**src/rtl/hgp_pkg.sv**
```systemverilog
// ----------------------------------------------------------------------------
// HTTP GET parser package
// Shared state encoding, status codes, character constants and result type.
// ----------------------------------------------------------------------------
package hgp_pkg;

    // Path storage limit and derived widths
    localparam int PATH_MAX = 64;
    localparam int CNT_W    = $clog2(PATH_MAX + 1);
    localparam int IDX_W    = $clog2(PATH_MAX);
    localparam int LIM_W    = 7;
    localparam int CMP_W    = (CNT_W > LIM_W) ? CNT_W : LIM_W;

    // Status codes
    localparam logic [2:0] STATUS_PARSING  = 3'd0;
    localparam logic [2:0] STATUS_COMPLETE = 3'd1;
    localparam logic [2:0] STATUS_BAD      = 3'd2;
    localparam logic [2:0] STATUS_NOTFOUND = 3'd3;
    localparam logic [2:0] STATUS_NOMETHOD = 3'd4;

    // Characters of interest
    localparam logic [7:0] CHAR_G  = 8'h47;
    localparam logic [7:0] CHAR_E  = 8'h45;
    localparam logic [7:0] CHAR_T  = 8'h54;
    localparam logic [7:0] CHAR_SP = 8'h20;
    localparam logic [7:0] CHAR_CR = 8'h0D;
    localparam logic [7:0] CHAR_LF = 8'h0A;

    // Parser states, one-hot
    typedef enum logic [13:0] {
        ST_START   = 14'b00000000000001,
        ST_G       = 14'b00000000000010,
        ST_E       = 14'b00000000000100,
        ST_T       = 14'b00000000001000,
        ST_PATH    = 14'b00000000010000,
        ST_VERSION = 14'b00000000100000,
        ST_HEADER  = 14'b00000001000000,
        ST_CR      = 14'b00000010000000,
        ST_LF      = 14'b00000100000000,
        ST_EOH     = 14'b00001000000000,
        ST_DONE    = 14'b00010000000000,
        ST_BAD     = 14'b00100000000000,
        ST_NOTFND  = 14'b01000000000000,
        ST_NOMETH  = 14'b10000000000000
    } parser_state_t;

    // One result item
    typedef struct packed {
        logic [2:0]       status;
        logic             path_valid;
        logic [7:0]       path_byte;
        logic [IDX_W-1:0] path_index;
        logic [CNT_W-1:0] path_length;
    } result_t;

    // Map a parser state to its reported status
    function automatic logic [2:0] status_of(parser_state_t s);
        logic [2:0] st;
        case (s)
            ST_DONE:   st = STATUS_COMPLETE;
            ST_BAD:    st = STATUS_BAD;
            ST_NOTFND: st = STATUS_NOTFOUND;
            ST_NOMETH: st = STATUS_NOMETHOD;
            default:   st = STATUS_PARSING;
        endcase
        return st;
    endfunction

endpackage

```
**src/rtl/hgp_step.sv**
```systemverilog
// ----------------------------------------------------------------------------
// HTTP GET parser step
// Next-state and result logic for one request byte.
// ----------------------------------------------------------------------------
module hgp_step (
    input  hgp_pkg::parser_state_t     state,
    input  logic [hgp_pkg::CNT_W-1:0]  count,
    input  logic [hgp_pkg::LIM_W-1:0]  path_limit,
    input  logic                       restart,
    input  logic [7:0]                 ch,
    output hgp_pkg::parser_state_t     state_next,
    output logic [hgp_pkg::CNT_W-1:0]  count_next,
    output hgp_pkg::result_t           result
);
    import hgp_pkg::*;

    parser_state_t    st_cur;
    logic [CNT_W-1:0] cnt_cur;
    logic [CNT_W-1:0] cnt_inc;
    logic [CMP_W-1:0] lim_eff;
    logic             valid;
    logic [7:0]       pbyte;
    logic [IDX_W-1:0] pidx;

    // Clamp the limit to the path storage size
    assign lim_eff = (CMP_W'(path_limit) > CMP_W'(PATH_MAX)) ? CMP_W'(PATH_MAX)
                                                              : CMP_W'(path_limit);

    // Apply restart before the byte is handled
    assign st_cur  = restart ? ST_START : state;
    assign cnt_cur = restart ? '0 : count;
    assign cnt_inc = cnt_cur + CNT_W'(1);

    // Advance the parser by one byte
    always_comb begin
        state_next = st_cur;
        count_next = cnt_cur;
        valid      = 1'b0;
        pbyte      = '0;
        pidx       = '0;
        case (st_cur)
            ST_START: begin
                count_next = '0;
                state_next = (ch == CHAR_G) ? ST_G : ST_NOMETH;
            end
            ST_G:  state_next = (ch == CHAR_E) ? ST_E : ST_NOMETH;
            ST_E:  state_next = (ch == CHAR_T) ? ST_T : ST_NOMETH;
            ST_T:  state_next = (ch == CHAR_SP) ? ST_PATH : ST_NOMETH;
            ST_PATH: begin
                if (ch == CHAR_SP) begin
                    state_next = ST_VERSION;
                end else begin
                    valid      = 1'b1;
                    pbyte      = ch;
                    pidx       = cnt_cur[IDX_W-1:0];
                    count_next = cnt_inc;
                    if (CMP_W'(cnt_inc) >= lim_eff) begin
                        state_next = ST_NOTFND;
                    end
                end
            end
            ST_VERSION, ST_HEADER: begin
                if (ch == CHAR_CR) begin
                    state_next = ST_CR;
                end
            end
            ST_CR:  state_next = (ch == CHAR_LF) ? ST_LF : ST_BAD;
            ST_LF:  state_next = (ch == CHAR_CR) ? ST_EOH : ST_HEADER;
            ST_EOH: state_next = (ch == CHAR_LF) ? ST_DONE : ST_BAD;
            default: state_next = st_cur;
        endcase
    end

    // Build the result item
    assign result.status      = status_of(state_next);
    assign result.path_valid  = valid;
    assign result.path_byte   = pbyte;
    assign result.path_index  = pidx;
    assign result.path_length = count_next;

endmodule

```
**src/rtl/http_get_request_parser.sv**
```systemverilog
// ----------------------------------------------------------------------------
// HTTP GET request parser
// Parses a GET request line one byte per item and reports path and status.
// ----------------------------------------------------------------------------
// Usage:
//   Input channel s_*: one request byte (s_ch) with a restart flag per item;
//   s_restart returns the parser to its start before that byte is handled.
//   Output channel m_*: one result item per input item, carrying the status
//   after the byte and, for path bytes, the byte with its index and the
//   running path length.
//   cfg_we/cfg_wdata write path_limit (reset 64, clamped to 64); write it
//   only while the block is idle.
//   Path: the item waits in the input register and then moves through the
//   parser step into the result register.
//   Throughput: one item per cycle while m_ready is high; the parser state
//   loop closes through the step logic.
//   Reset: aresetn (synchronous, active low) empties both registers, returns
//   the parser to its start and restores the default limit.
//   Stall: while m_ready is low the result holds, the input register fills,
//   and s_ready then drops until the result is taken.
// ----------------------------------------------------------------------------
module http_get_request_parser (
    input  logic                        aclk,
    input  logic                        aresetn,
    input  logic                        cfg_we,
    input  logic [hgp_pkg::LIM_W-1:0]   cfg_wdata,
    input  logic                        s_valid,
    output logic                        s_ready,
    input  logic                        s_restart,
    input  logic [7:0]                  s_ch,
    output logic                        m_valid,
    input  logic                        m_ready,
    output logic [2:0]                  m_status,
    output logic                        m_path_valid,
    output logic [7:0]                  m_path_byte,
    output logic [hgp_pkg::IDX_W-1:0]   m_path_index,
    output logic [hgp_pkg::CNT_W-1:0]   m_path_length
);
    import hgp_pkg::*;

    logic             in_valid_reg;
    logic             in_restart_reg;
    logic [7:0]       in_ch_reg;
    logic             out_valid_reg;
    result_t          out_result_reg;
    parser_state_t    state_reg;
    parser_state_t    state_next;
    logic [CNT_W-1:0] count_reg;
    logic [CNT_W-1:0] count_next;
    logic [LIM_W-1:0] limit_reg;
    result_t          step_result;
    logic             out_free;
    logic             advance;

    // Handshake between the two registers
    assign out_free = !out_valid_reg || m_ready;
    assign advance  = in_valid_reg && out_free;
    assign s_ready  = !in_valid_reg || out_free;

    hgp_step u_step (
        .state      (state_reg),
        .count      (count_reg),
        .path_limit (limit_reg),
        .restart    (in_restart_reg),
        .ch         (in_ch_reg),
        .state_next (state_next),
        .count_next (count_next),
        .result     (step_result)
    );

    // Hold the path limit
    always_ff @(posedge aclk) begin
        if (!aresetn) begin
            limit_reg <= LIM_W'(PATH_MAX);
        end else if (cfg_we) begin
            limit_reg <= cfg_wdata;
        end
    end

    // Capture the input item
    always_ff @(posedge aclk) begin
        if (!aresetn) begin
            in_valid_reg <= 1'b0;
        end else if (s_ready) begin
            in_valid_reg <= s_valid;
        end
    end

    always_ff @(posedge aclk) begin
        if (s_valid && s_ready) begin
            in_restart_reg <= s_restart;
            in_ch_reg      <= s_ch;
        end
    end

    // Advance the parser state when an item moves to the result register
    always_ff @(posedge aclk) begin
        if (!aresetn) begin
            state_reg <= ST_START;
            count_reg <= '0;
        end else if (advance) begin
            state_reg <= state_next;
            count_reg <= count_next;
        end
    end

    // Hold the result item until taken
    always_ff @(posedge aclk) begin
        if (!aresetn) begin
            out_valid_reg <= 1'b0;
        end else if (out_free) begin
            out_valid_reg <= in_valid_reg;
        end
    end

    always_ff @(posedge aclk) begin
        if (advance) begin
            out_result_reg <= step_result;
        end
    end

    assign m_valid       = out_valid_reg;
    assign m_status      = out_result_reg.status;
    assign m_path_valid  = out_result_reg.path_valid;
    assign m_path_byte   = out_result_reg.path_byte;
    assign m_path_index  = out_result_reg.path_index;
    assign m_path_length = out_result_reg.path_length;

endmodule
```
**config.mk**
```make
export PLATFORM = sky130hd
export DESIGN_NAME = http_get_request_parser
export DESIGN_NICKNAME = d
export VERILOG_FILES = /design/src/rtl/hgp_pkg.sv /design/src/rtl/hgp_step.sv /design/src/rtl/http_get_request_parser.sv
export SDC_FILE = /design/constraint.sdc
export NUM_CORES = 1
export LEC_CHECK = 0
export ABC_AREA = 1
export BUFFER_PORTS_ARGS = -buffer_cell sky130_fd_sc_hd__buf_2
export CAP_MARGIN = 20
export CORE_MARGIN = 4
export CORE_UTILIZATION = 53
export CTS_BUF_LIST = sky130_fd_sc_hd__clkbuf_4 sky130_fd_sc_hd__clkbuf_8 sky130_fd_sc_hd__clkbuf_16
export DETAILED_ROUTE_END_ITERATION = 8
export GPL_ROUTABILITY_DRIVEN = 0
export GPL_TIMING_DRIVEN = 0
export PLACE_DENSITY = 0.74
export SETUP_SLACK_MARGIN = 0.05
export SYNTH_ARGS = -nofsm -noshare
export SYNTH_HDL_FRONTEND = slang
export SYNTH_HIERARCHICAL = 1
export SYNTH_SLANG_ARGS = --single-unit
export TNS_END_PERCENT = 1
```
**constraint.sdc**
```tcl
create_clock -name aclk -period 2.95 [get_ports aclk]
set_input_delay 0.1475 -clock aclk [delete_from_list [all_inputs] [get_ports aclk]]
set_output_delay 0.1475 -clock aclk [all_outputs]
set_load 0.02 [all_outputs]
```
==> results.md, run 1 <==
- Status: finished clean
- Initial DRC Count: 234
- Primary FF master, synth: edfxtp_1
- DRT Pass-1 Iters: 5
- Post-route DRC violation count: 0
- Cell Count, Final, Fillers Out: 690
- Max reg flops: 14
- WL/cell: 13.9 um
- Worst EP arrival: 3.00 ns
- Sequential area share after synthesis: 40.7%
- Clk Latency, worst-skew pair: 0.34 ns
- Global-route wire length before repair: 15600 um
- HP Start: cfg_wdata[6]
- Min-delay worst type: input pin to flip-flop
- Final Cell Area: 4770 um^2
- TritonCTS clock tree: built
- Max Cap Violations: 0
- Fin crit share: 98.2%
- Synth unique cells: 44
- Clock period minus worst slack: 2.90 ns
- #FFs+latches synth: 64
- Leak: 2.24 nW
- Final WS setup: 0.0545 ns
- Clock sink total: 64
- RSZ-0062 raised after global routing: yes
- Top cells by area, synth: edfxtp_1, dfxtp_1, nand2_1
- Crit start category: flip-flop
- Initial antenna violation count: 0
- Fraction of layout cells with a size suffix above 1: 26.2%
- Relative slew slack: 34.1%
- EDFF count, synth: 34
- H-tree Lvls: 3
- Drt via density: 5.17
- Cell Area, Synth: 3980 um^2
- Initial Util: 54.6%
- # rows: 31
- Reg2reg setup slack: 0.05 ns
- Most common cell in the netlist: nand2_1
- Yosys warnings: 6
- DRT Wirelength: 9570 um
- Worst Path Required: 3.05 ns
- Mapped Cells: 516
- Clock Path Buffers: 2
- Fin. Hold Viols: 0
- Placed cell count: 661
- Most instantiated cells after synthesis: nand2_1, nor2_1, inv_1
- Pre-CTS setup slack: -0.408 ns
- Synth area leader: edfxtp_1
- Post-DRT Antenna Nets: 0
- Die H: 94.7 um
- Sum of negative setup slack: 0 ns
- Post-DP Area: 4340 um^2
- Number of CTS-inserted buffers: 9
- Area delta synth->final: 19.9%
- Critical Path Fanout Max: 6
- Final Skew: 0.00786 ns
- Total power draw: 0.00228 W
- Critical path origin: in_restart_reg
- Max Freq: 345 MHz
- GR Overflow Total: 0
- Final Setup Violations: 0
- Final #Nets: 616
- VDD IR max: 0.364 mV
- Largest net degree at the start of global routing: 26
- Die area: 8960 um^2
- Clk slew on worst S/H paths: 0.07 ns
- Critical path destination: m_status[1]
- Diodes inserted: 0
- Area fraction of the dominant cell type after synthesis: 25.6%
- Worst R2R Path Depth: 23
- Slew Viols, Final: 0
- RR Startpoint: in_restart_reg
- Vias in the first global route: 3358
- Worst r2r dst: m_status[1]
- Final HPWL DP: 6910 um
- Critical Path End Type: flip-flop
- Synth Net Count: 546
- CTS Root Cell: clkbuf_8
- DR vias: 3570
- Worst slew pin tran: 0.987 ns
- Port buffer count: 46
- FFs w/ async S/R, synth: 0%
- PD cells: 477 nW/um^2
- Average size of a mapped cell: 7.72 um^2
- Die width: 94.7 um
- Total GRT Usage: 22.6%
- Critical path class: flip-flop to flip-flop
- Core Footprint: 7290 um^2
- I/O pins: 48
kinds of logic after synthesis:
logic type | Yosys count | share of synthesized area, %
adders and majority gates | 9 | 2.83
and+or+nand+nor | 280 | 33.3
buffers and inverters | 100 | 12.6
xor gates and xnor gates | 5 | 1.10
AOI/OAI and AO/OA | 58 | 9.49
DFF | 64 | 40.7
cells in the final DEF, fill, tap and decap left out, types with 4 or more instances in the layout:
cell	instances
a21oi_1	24
buf_2	49
buf_4	18
buf_6	4
clkbuf_8	11
dfxtp_1	30
dlygate4sd3_1	9
edfxtp_1	34
ha_1	8
inv_1	65
inv_2	10
nand2_1	92
nand2_2	11
nand2_4	7
nand3_1	54
nand4_1	5
nor2_1	80
nor2_2	4
nor2_4	10
nor3_1	5
o21ai_0	11
o21ai_4	4
o22ai_1	4
critical path, cell delays in order (launching register included):
cell      delay, ns
edfxtp_1       0.38
buf_6          0.17
inv_8          0.07
nand2_4        0.06
inv_2          0.07
ha_4           0.14
nand3_2        0.09
nor2_1         0.12
nand2_1        0.10
xor2_2         0.17
ha_1           0.31
a21oi_1        0.14
o21a_1         0.18
nand3_1        0.08
nand2_1        0.07
nand2_1        0.06
nand2_1        0.06
inv_1          0.04
nand2_2        0.08
nor2_4         0.04
nand2_2        0.09
nor2_4         0.04
nand2_1        0.06
inv_1          0.03
per-stage QoR:
step	utilization [%]	hold slack (ns)
6_report	65.4	0.0172
5_1_grt	65.4	0.00421
4_1_cts	64.8	0.00860
3_5_place_dp	59.5	0.326
3_3_place_gp	59.5	0.325
2_1_floorplan	-	0.246
report_power, final:
group | internal, W | switching (W)
Combinational | 0.000161 | 0.000273
Sequential | 0.000986 | 0.0000371
Clock | 0.000481 | 0.000340
what timing repair did:
| action | in CTS | in global routing |
|---|---|---|
| setup buffers | 4 | 1 |
| pin swaps | 8 | 6 |
| endpoints found under the hold margin | 9 | 0 |
| resized for setup | 16 | 11 |
| hold buffers | 9 | 0 |
| endpoints found under the setup margin | 6 | 13 |
how the worst min path moves through the flow:
| stage | slack (ns) | depth (start not counted) | end |
|---|---|---|---|
| 6_report | 0.02 | 3 | limit_reg[6] |
| 5_1_grt | 0.004 | 3 | limit_reg[6] |
| 4_1_cts | 0.009 | 3 | limit_reg[6] |
| 3_5_place_dp | 0.33 | 1 | in_ch_reg[1] |
| 3_3_place_gp | 0.32 | 1 | in_ch_reg[6] |
| 2_1_floorplan | 0.25 | 0 | in_ch_reg[0] |
layout make-up:
cell class                 instances  area [um^2]
clock inverter                     6         83.8
fill                             636         2520
clock buffer                      10          131
inverter                          76          293
timing repair buffer              60          358
tap                               99          124
buffer                            23          205
multi-input combinational        352         1960
sequential                        64         1620
routing by layer:
layer / up-vias / track usage [%] / part of all wire (%)
li1: 1801 / - / -
met1: 1610 / 30.2 / 45
met2: 143 / 35.6 / 46
met3: 16 / 4.62 / 6.6
met4: 0 / 9.38 / 2.5
met5: - / 0 / 0
Power figures use the tool's default switching activity.
==> run 2, diff against run 1 <==
--- a/config.mk
+++ b/config.mk
@@ -10,10 +10,10 @@
 export CAP_MARGIN = 20
 export CORE_MARGIN = 4
-export CORE_UTILIZATION = 53
+export CORE_UTILIZATION = 50
 export CTS_BUF_LIST = sky130_fd_sc_hd__clkbuf_4 sky130_fd_sc_hd__clkbuf_8 sky130_fd_sc_hd__clkbuf_16
 export DETAILED_ROUTE_END_ITERATION = 8
 export GPL_ROUTABILITY_DRIVEN = 0
 export GPL_TIMING_DRIVEN = 0
-export PLACE_DENSITY = 0.74
+export PLACE_DENSITY = 0.7
 export SETUP_SLACK_MARGIN = 0.05
 export SYNTH_ARGS = -nofsm -noshare
==> constraint.sdc (replaced) <==
create_clock -name aclk -period 2.95 [get_ports aclk]
set_input_delay 0 -clock aclk [delete_from_list [all_inputs] [get_ports aclk]]
set_output_delay 0 -clock aclk [all_outputs]
set_load 0.02 [all_outputs]
==> results.md, run 2 (synthesis results as in run 1) <==
- Internal power: 0.00164 W (+0.71%)
- Total GRT Usage: 20.9% (-1.7 points)
- Final #Nets: 636 (+3.2%)
- Placed cell count: 664 (+0.45%)
- Core Footprint: 7730 um^2 (+6.0%)
- Clock share of power: 36.0% (about the same)
- Critical Path Fanout Max: 5 (-1)
- Clk Latency, worst-skew pair: 0.34 ns (about the same)
- Fin. Hold Viols: 0 (unchanged)
- H-tree Lvls: 3 (unchanged)
- DRT Wirelength: 9770 um (+2.1%)
- Switching portion of total power: 28.9% (+0.41 points)
- WL/cell: 13.7 um (-1.2%)
- Most frequent cells in the layout: nand2_1, nor2_1, inv_1, nand3_1, buf_2
- Psw: 0.000668 W (+2.7%)
- Max Cap Violations: 0 (unchanged)
- Port buffer count: 46 (unchanged)
- Drt via density: 5.14 (-0.68%)
- Sum of negative setup slack: 0 ns (unchanged)
- Max Freq: 349 MHz (+0.97%)
- I/O pins: 48 (unchanged)
- Top cell by count, worst path: nand2_1
- Diodes inserted: 0 (unchanged)
- Worst slew pin tran: 0.999 ns (+0.0119 ns)
- CTS Root Cell: clkbuf_8
- DRT Pass-1 Iters: 5 (unchanged)
- VDD IR max: 0.288 mV (-21%)
- # rows: 32 (+3.2%)
- Gate power share: 19.6% (+0.5 points)
- Initial Util: 51.5% (-3.1 points)
- Final Setup Violations: 0 (unchanged)
- HP Start: m_ready
- Max reg flops: 14 (unchanged)
- Clk slew on worst S/H paths: 0.07 ns (about the same)
- Die width: 97.2 um (+2.7%)
- Die area: 9450 um^2 (+5.5%)
- TritonCTS clock tree: built
- PD cells: 462 nW/um^2 (-3.2%)
- GR Overflow Total: 0 (unchanged)
- Leak: 2.32 nW (+3.9%)
- Worst path slowest cell: edfxtp_1
- Critical path origin: in_restart_reg
- Number of CTS-inserted buffers: 9 (unchanged)
- Post-route DRC violation count: 0 (unchanged)
- RSZ-0062 raised after global routing: yes
- Top Layer Used: met4
- Clock sink total: 64 (unchanged)
- Clock period minus worst slack: 2.87 ns (-0.0278 ns)
- Min-delay worst type: input pin to flip-flop
- Clock Path Buffers: 2 (unchanged)
- Area delta synth->final: 25.4%
- Relative slew slack: 33.3% (-0.80 points)
- Fraction of layout cells with a size suffix above 1: 25.7% (-0.53 points)
- Global-route wire length before repair: 16100 um (+3.1%)
- Slew Viols, Final: 0 (unchanged)
- Crit start category: flip-flop
- Metal2 WL: 4590 um (+4.0%)
- Met3 routed WL: 573 um (-8.6%)
- RR Startpoint: in_restart_reg
- Cell Count, Final, Fillers Out: 713 (+3.3%)
- Vias in the first global route: 3436 (+2.3%)
- Die H: 97.2 um (+2.7%)
- Largest net degree at the start of global routing: 26 (unchanged)
- Post-DRT Antenna Nets: 0 (unchanged)
- Initial DRC Count: 283 (+21%)
- Final Skew: 0.0107 ns (+0.00282 ns)
- Largest stage delay, worst path: 0.39 ns (about the same)
- Final HPWL DP: 6920 um (+0.15%)
- Critical path class: flip-flop to flip-flop
- Worst EP arrival: 3.08 ns (+0.08 ns)
- Most common cell after layout, fill and taps aside: nand2_1
- Status: finished clean
- Met1 Routed Length: 4390 um (+2.4%)
- Critical Path End Type: flip-flop
- Fin crit share: 97.2% (-0.94 points)
- Share of power burned in registers: 44.4% (-0.5 points)
- CP Cell Sequence: buf_6 > inv_8 > nand2_8 > inv_4 > ha_4 > nand3_4 > nor2_2 > nand2_1 > xor2_1 > ha_1 > a21oi_1 > o21a_1 > nand2_1 > a31oi_4 > inv_1 > nor2_1 > nand3_1 > nand2_1 > nand2_1 > inv_1
- Worst Path Required: 3.16 ns (+0.11 ns)
- Initial antenna violation count: 0 (unchanged)
- DR vias: 3664 (+2.6%)
==> run 2: cell types whose count changed in the layout (fill, tap and decap cells not counted), sizes merged <==
cell and delta:
dlygate4sd3 +17, buf +3, clkbuf -1, clkinv +1
==> run 2: power by group through the flow <==
stage	Clock, W	Sequential (W)	Combinational (W)
6_report	0.000830	0.00102	0.000453
5_1_grt	0.000888	0.00103	0.000500
4_1_cts	0.000845	0.00102	0.000437
3_5_place_dp	0	0.00104	0.000392
3_3_place_gp	0	0.00104	0.000385
2_1_floorplan	0	0.00105	0.000287
==> run 2: critical path, delay by kind of cell, from the launching register on <==
kind | cells | cell delay [ns]
buffers and inverters | 5 | 0.46
AND/OR/NAND/NOR | 9 | 0.76
AO/OA/AOI/OAI | 3 | 0.52
XOR/XNOR | 1 | 0.16
adder cells (fa/ha/maj) | 2 | 0.46
flip-flops | 1 | 0.39
==> run 2: through the flow <==
stage	hold slack, ns	power (W)	instance area [um^2]	setup slack [ns]	util, %
2_1_floorplan	0.0989	0.00134	3980	0.127	-
3_3_place_gp	0.177	0.00143	4340	-0.326	56.2
3_5_place_dp	0.179	0.00143	4340	-0.412	56.2
4_1_cts	0.00140	0.00231	4940	0.0216	64.0
5_1_grt	0.0169	0.00242	4990	-0.0948	64.6
6_report	0.0147	0.00231	4990	0.0824	64.6
==> run 2: cell type report <==
| cell class | instances | area [um^2] |
|---|---|---|
| Tap cell | 102 | 128 |
| Inverter | 76 | 295 |
| Clock buffer | 9 | 124 |
| Clock inverter | 7 | 96.3 |
| Buffer | 23 | 205 |
| Timing Repair Buffer | 80 | 551 |
| Sequential cell | 64 | 1620 |
| Multi-Input combinational cell | 352 | 1970 |
| Fill cell | 643 | 2740 |
==> run 2: routing by layer <==
layer	vias to the layer above	track usage, %
met5	-	0
met4	0	6.60
met3	24	4.59
met2	139	34.6
met1	1665	27.4
li1	1836	-
==> run 2: what timing repair did <==
action | CTS | global route
pin swaps | 10 | 16
endpoints found under the hold margin | 29 | 0
buffers inserted | 8 | 0
hold buffers | 26 | 0
setup endpoints to repair | 6 | 10
resized for setup | 17 | 11
==> run 2: path summary, 6_finish.rpt <==
path	to	slack (ns)	cells past startpoint
worst max register to register	m_status[1]	0.08	20
worst min register to register	count_reg[2]	0.50	2
worst max-delay path	m_status[1]	0.08	20
worst min-delay path	in_valid_reg	0.01	4
==> run 3, diff against run 2 <==
==> constraint.sdc (replaced) <==
create_clock -name aclk -period 2.95 [get_ports aclk]
set_input_delay 0.4425 -clock aclk [delete_from_list [all_inputs] [get_ports aclk]]
set_output_delay 0.4425 -clock aclk [all_outputs]
set_load 0.02 [all_outputs]
==> results.md, run 3 (synthesis results as in run 1) <==
- Global-route wire length before repair: 15400 um (-4.3%)
- PD cells: 481 nW/um^2 (+4.0%)
- Clk Latency, worst-skew pair: 0.34 ns (about the same)
- Relative slew slack: 33.1% (-0.21 points)
- Leak: 2.21 nW (-4.9%)
- Final #Nets: 610 (-4.1%)
- Diodes inserted: 0 (unchanged)
- Critical Path End Type: flip-flop
- Area delta synth->final: 18.9%
- Post-route DRC violation count: 0 (unchanged)
- Critical Path Fanout Max: 5 (unchanged)
- Worst R2R Path Depth: 20 (unchanged)
- Port buffer count: 46 (unchanged)
- Final Setup Violations: 0 (unchanged)
- HP Start: s_ch[3]
- Clk slew on worst S/H paths: 0.08 ns (about the same)
- Worst EP arrival: 3.08 ns (about the same)
- Fraction of layout cells with a size suffix above 1: 26.8% (+1.1 points)
- Critical path origin: in_restart_reg
- Util after Layout: 61.2% (-3.4 points)
- DRT Wirelength: 9390 um (-3.8%)
- Max Freq: 349 MHz (+0.12%)
- Number of CTS-inserted buffers: 9 (unchanged)
- Gate power share: 18.6% (-1.0 points)
- Min-delay worst type: input pin to flip-flop
- Core Footprint: 7730 um^2 (unchanged)
- Clock share of power: 36.4% (+0.4 points)
- Critical path class: flip-flop to flip-flop
- WL/cell: 13.7 um (-0.20%)
- # rows: 32 (unchanged)
- Most frequent cells in the layout: nand2_1, nor2_1, inv_1, nand3_1, buf_2
- Status: finished clean
- Initial antenna violation count: 0 (unchanged)
- Max reg flops: 14 (unchanged)
- Die width: 97.2 um (unchanged)
- RR Startpoint: in_restart_reg
- Most common cell after layout, fill and taps aside: nand2_1
- Post-DRT Antenna Nets: 0 (unchanged)
- VDD IR max: 0.288 mV (about the same)
- Initial Util: 51.5% (unchanged)
- Worst Path Required: 3.16 ns (about the same)
- RSZ-0062 raised after global routing: yes
- Largest net degree at the start of global routing: 26 (unchanged)
- Die area: 9450 um^2 (unchanged)
- Crit start category: flip-flop
- Final Skew: 0.00900 ns (-0.00167 ns)
- # hold bufs at CTS: 0 (-100%)
- Fin. Hold Viols: 0 (unchanged)
- Max Cap Violations: 0 (unchanged)
- GR Overflow Total: 0 (unchanged)
- Die H: 97.2 um (unchanged)
- Internal power: 0.00162 W (-1.5%)
- Switching portion of total power: 29.0% (+0.049 points)
- DR vias: 3527 (-3.7%)
- Layout fillers: 667 (+3.7%)
- CTS Root Cell: clkbuf_8
- Clock Path Buffers: 2 (unchanged)
- Total GRT Usage: 20.0% (-0.88 points)
- H-tree Lvls: 3 (unchanged)
- Clock period minus worst slack: 2.86 ns (-0.00354 ns)
- Slew Viols, Final: 0 (unchanged)
- Share of power burned in registers: 45.0% (+0.6 points)
- Psw: 0.000660 W (-1.2%)
- DRT Pass-1 Iters: 6 (+1)
- Final HPWL DP: 6920 um (unchanged)
- Clock sink total: 64 (unchanged)
- Fin crit share: 97.1% (-0.12 points)
- TritonCTS clock tree: built
- Sum of negative setup slack: 0 ns (unchanged)
- Hold Crit Depth: 1 (-3)
- Drt via density: 5.13 (about the same)
- I/O pins: 48 (unchanged)
- Initial DRC Count: 273 (-3.5%)
- Worst slew pin tran: 1.00 ns (+0.00318 ns)
- Vias in the first global route: 3304 (-3.8%)
-- run 3: cell types whose count changed in the layout (fill, tap and decap cells not counted) --
cell           previous run  this run
dlygate4sd3_1            26         0
-- run 3: routing by layer --
metal	global-route usage, %	up-vias	share of wire [%]
met5	0	-	0
met4	6.60	0	2.5
met3	4.45	21	6.4
met2	32.7	128	46
met1	26.4	1599	45
li1	-	1779	-
-- run 3: final cells by class --
cell class,instances,area [um^2],share of cell area (%)
repair buffers,54,290,6.13
well taps,102,128,2.70
clock buffers,9,124,2.62
clock inverters,7,96.3,2.04
plain buffers,23,205,4.34
multi-input cells,352,1970,41.7
inverters,76,295,6.24
flip-flops and latches,64,1620,34.3
-- run 3: power by group through the flow --
stage          clock [W]  sequential, W  combinational, W
2_1_floorplan          0        0.00105          0.000287
3_3_place_gp           0        0.00104          0.000385
3_5_place_dp           0        0.00104          0.000392
4_1_cts         0.000845        0.00102          0.000409
5_1_grt         0.000887        0.00103          0.000468
6_report        0.000827        0.00102          0.000423
-- run 3: per-stage QoR --
stage / instance area [um^2] / setup slack [ns] / total power (W) / std cells / hold slack (ns)
CTS: 4680 / 0.0216 / 0.00228 / 687 / 0.253
finish: 4730 / 0.0859 / 0.00227 / 687 / 0.269
detailed placement: 4340 / -0.412 / 0.00143 / 664 / 0.479
floorplan: 3980 / 0.127 / 0.00134 / 516 / 0.452
global route: 4730 / -0.0948 / 0.00238 / 687 / 0.257
global placement: 4340 / -0.326 / 0.00143 / 664 / 0.463
-- run 3: what timing repair did --
action | in CTS | in global routing
endpoints found under the setup margin | 6 | 10
buffers inserted | 8 | 0
cloned | 0 | 0
pin swaps | 10 | 16
resized for setup | 17 | 11
-- run 3: worst paths after layout --
kind / end / slack (ns)
worst max-delay path: m_status[1] / 0.09
worst max register to register: m_status[1] / 0.09
worst min register to register: count_reg[2] / 0.50
worst min-delay path: in_ch_reg[3] / 0.27
-- run 3: critical path: stages (launching register included) --
cell and delay (ns):
edfxtp_1 0.39, buf_6 0.16, inv_8 0.08, nand2_8 0.06, inv_4 0.06, ha_4 0.14
nand3_4 0.08, nor2_2 0.09, nand2_1 0.07, xor2_1 0.16, ha_1 0.32, a21oi_1 0.14
o21a_1 0.18, nand2_1 0.10, a31oi_4 0.20, inv_1 0.09, nor2_1 0.14, nand3_1 0.09
nand2_1 0.07, nand2_1 0.05, inv_1 0.05
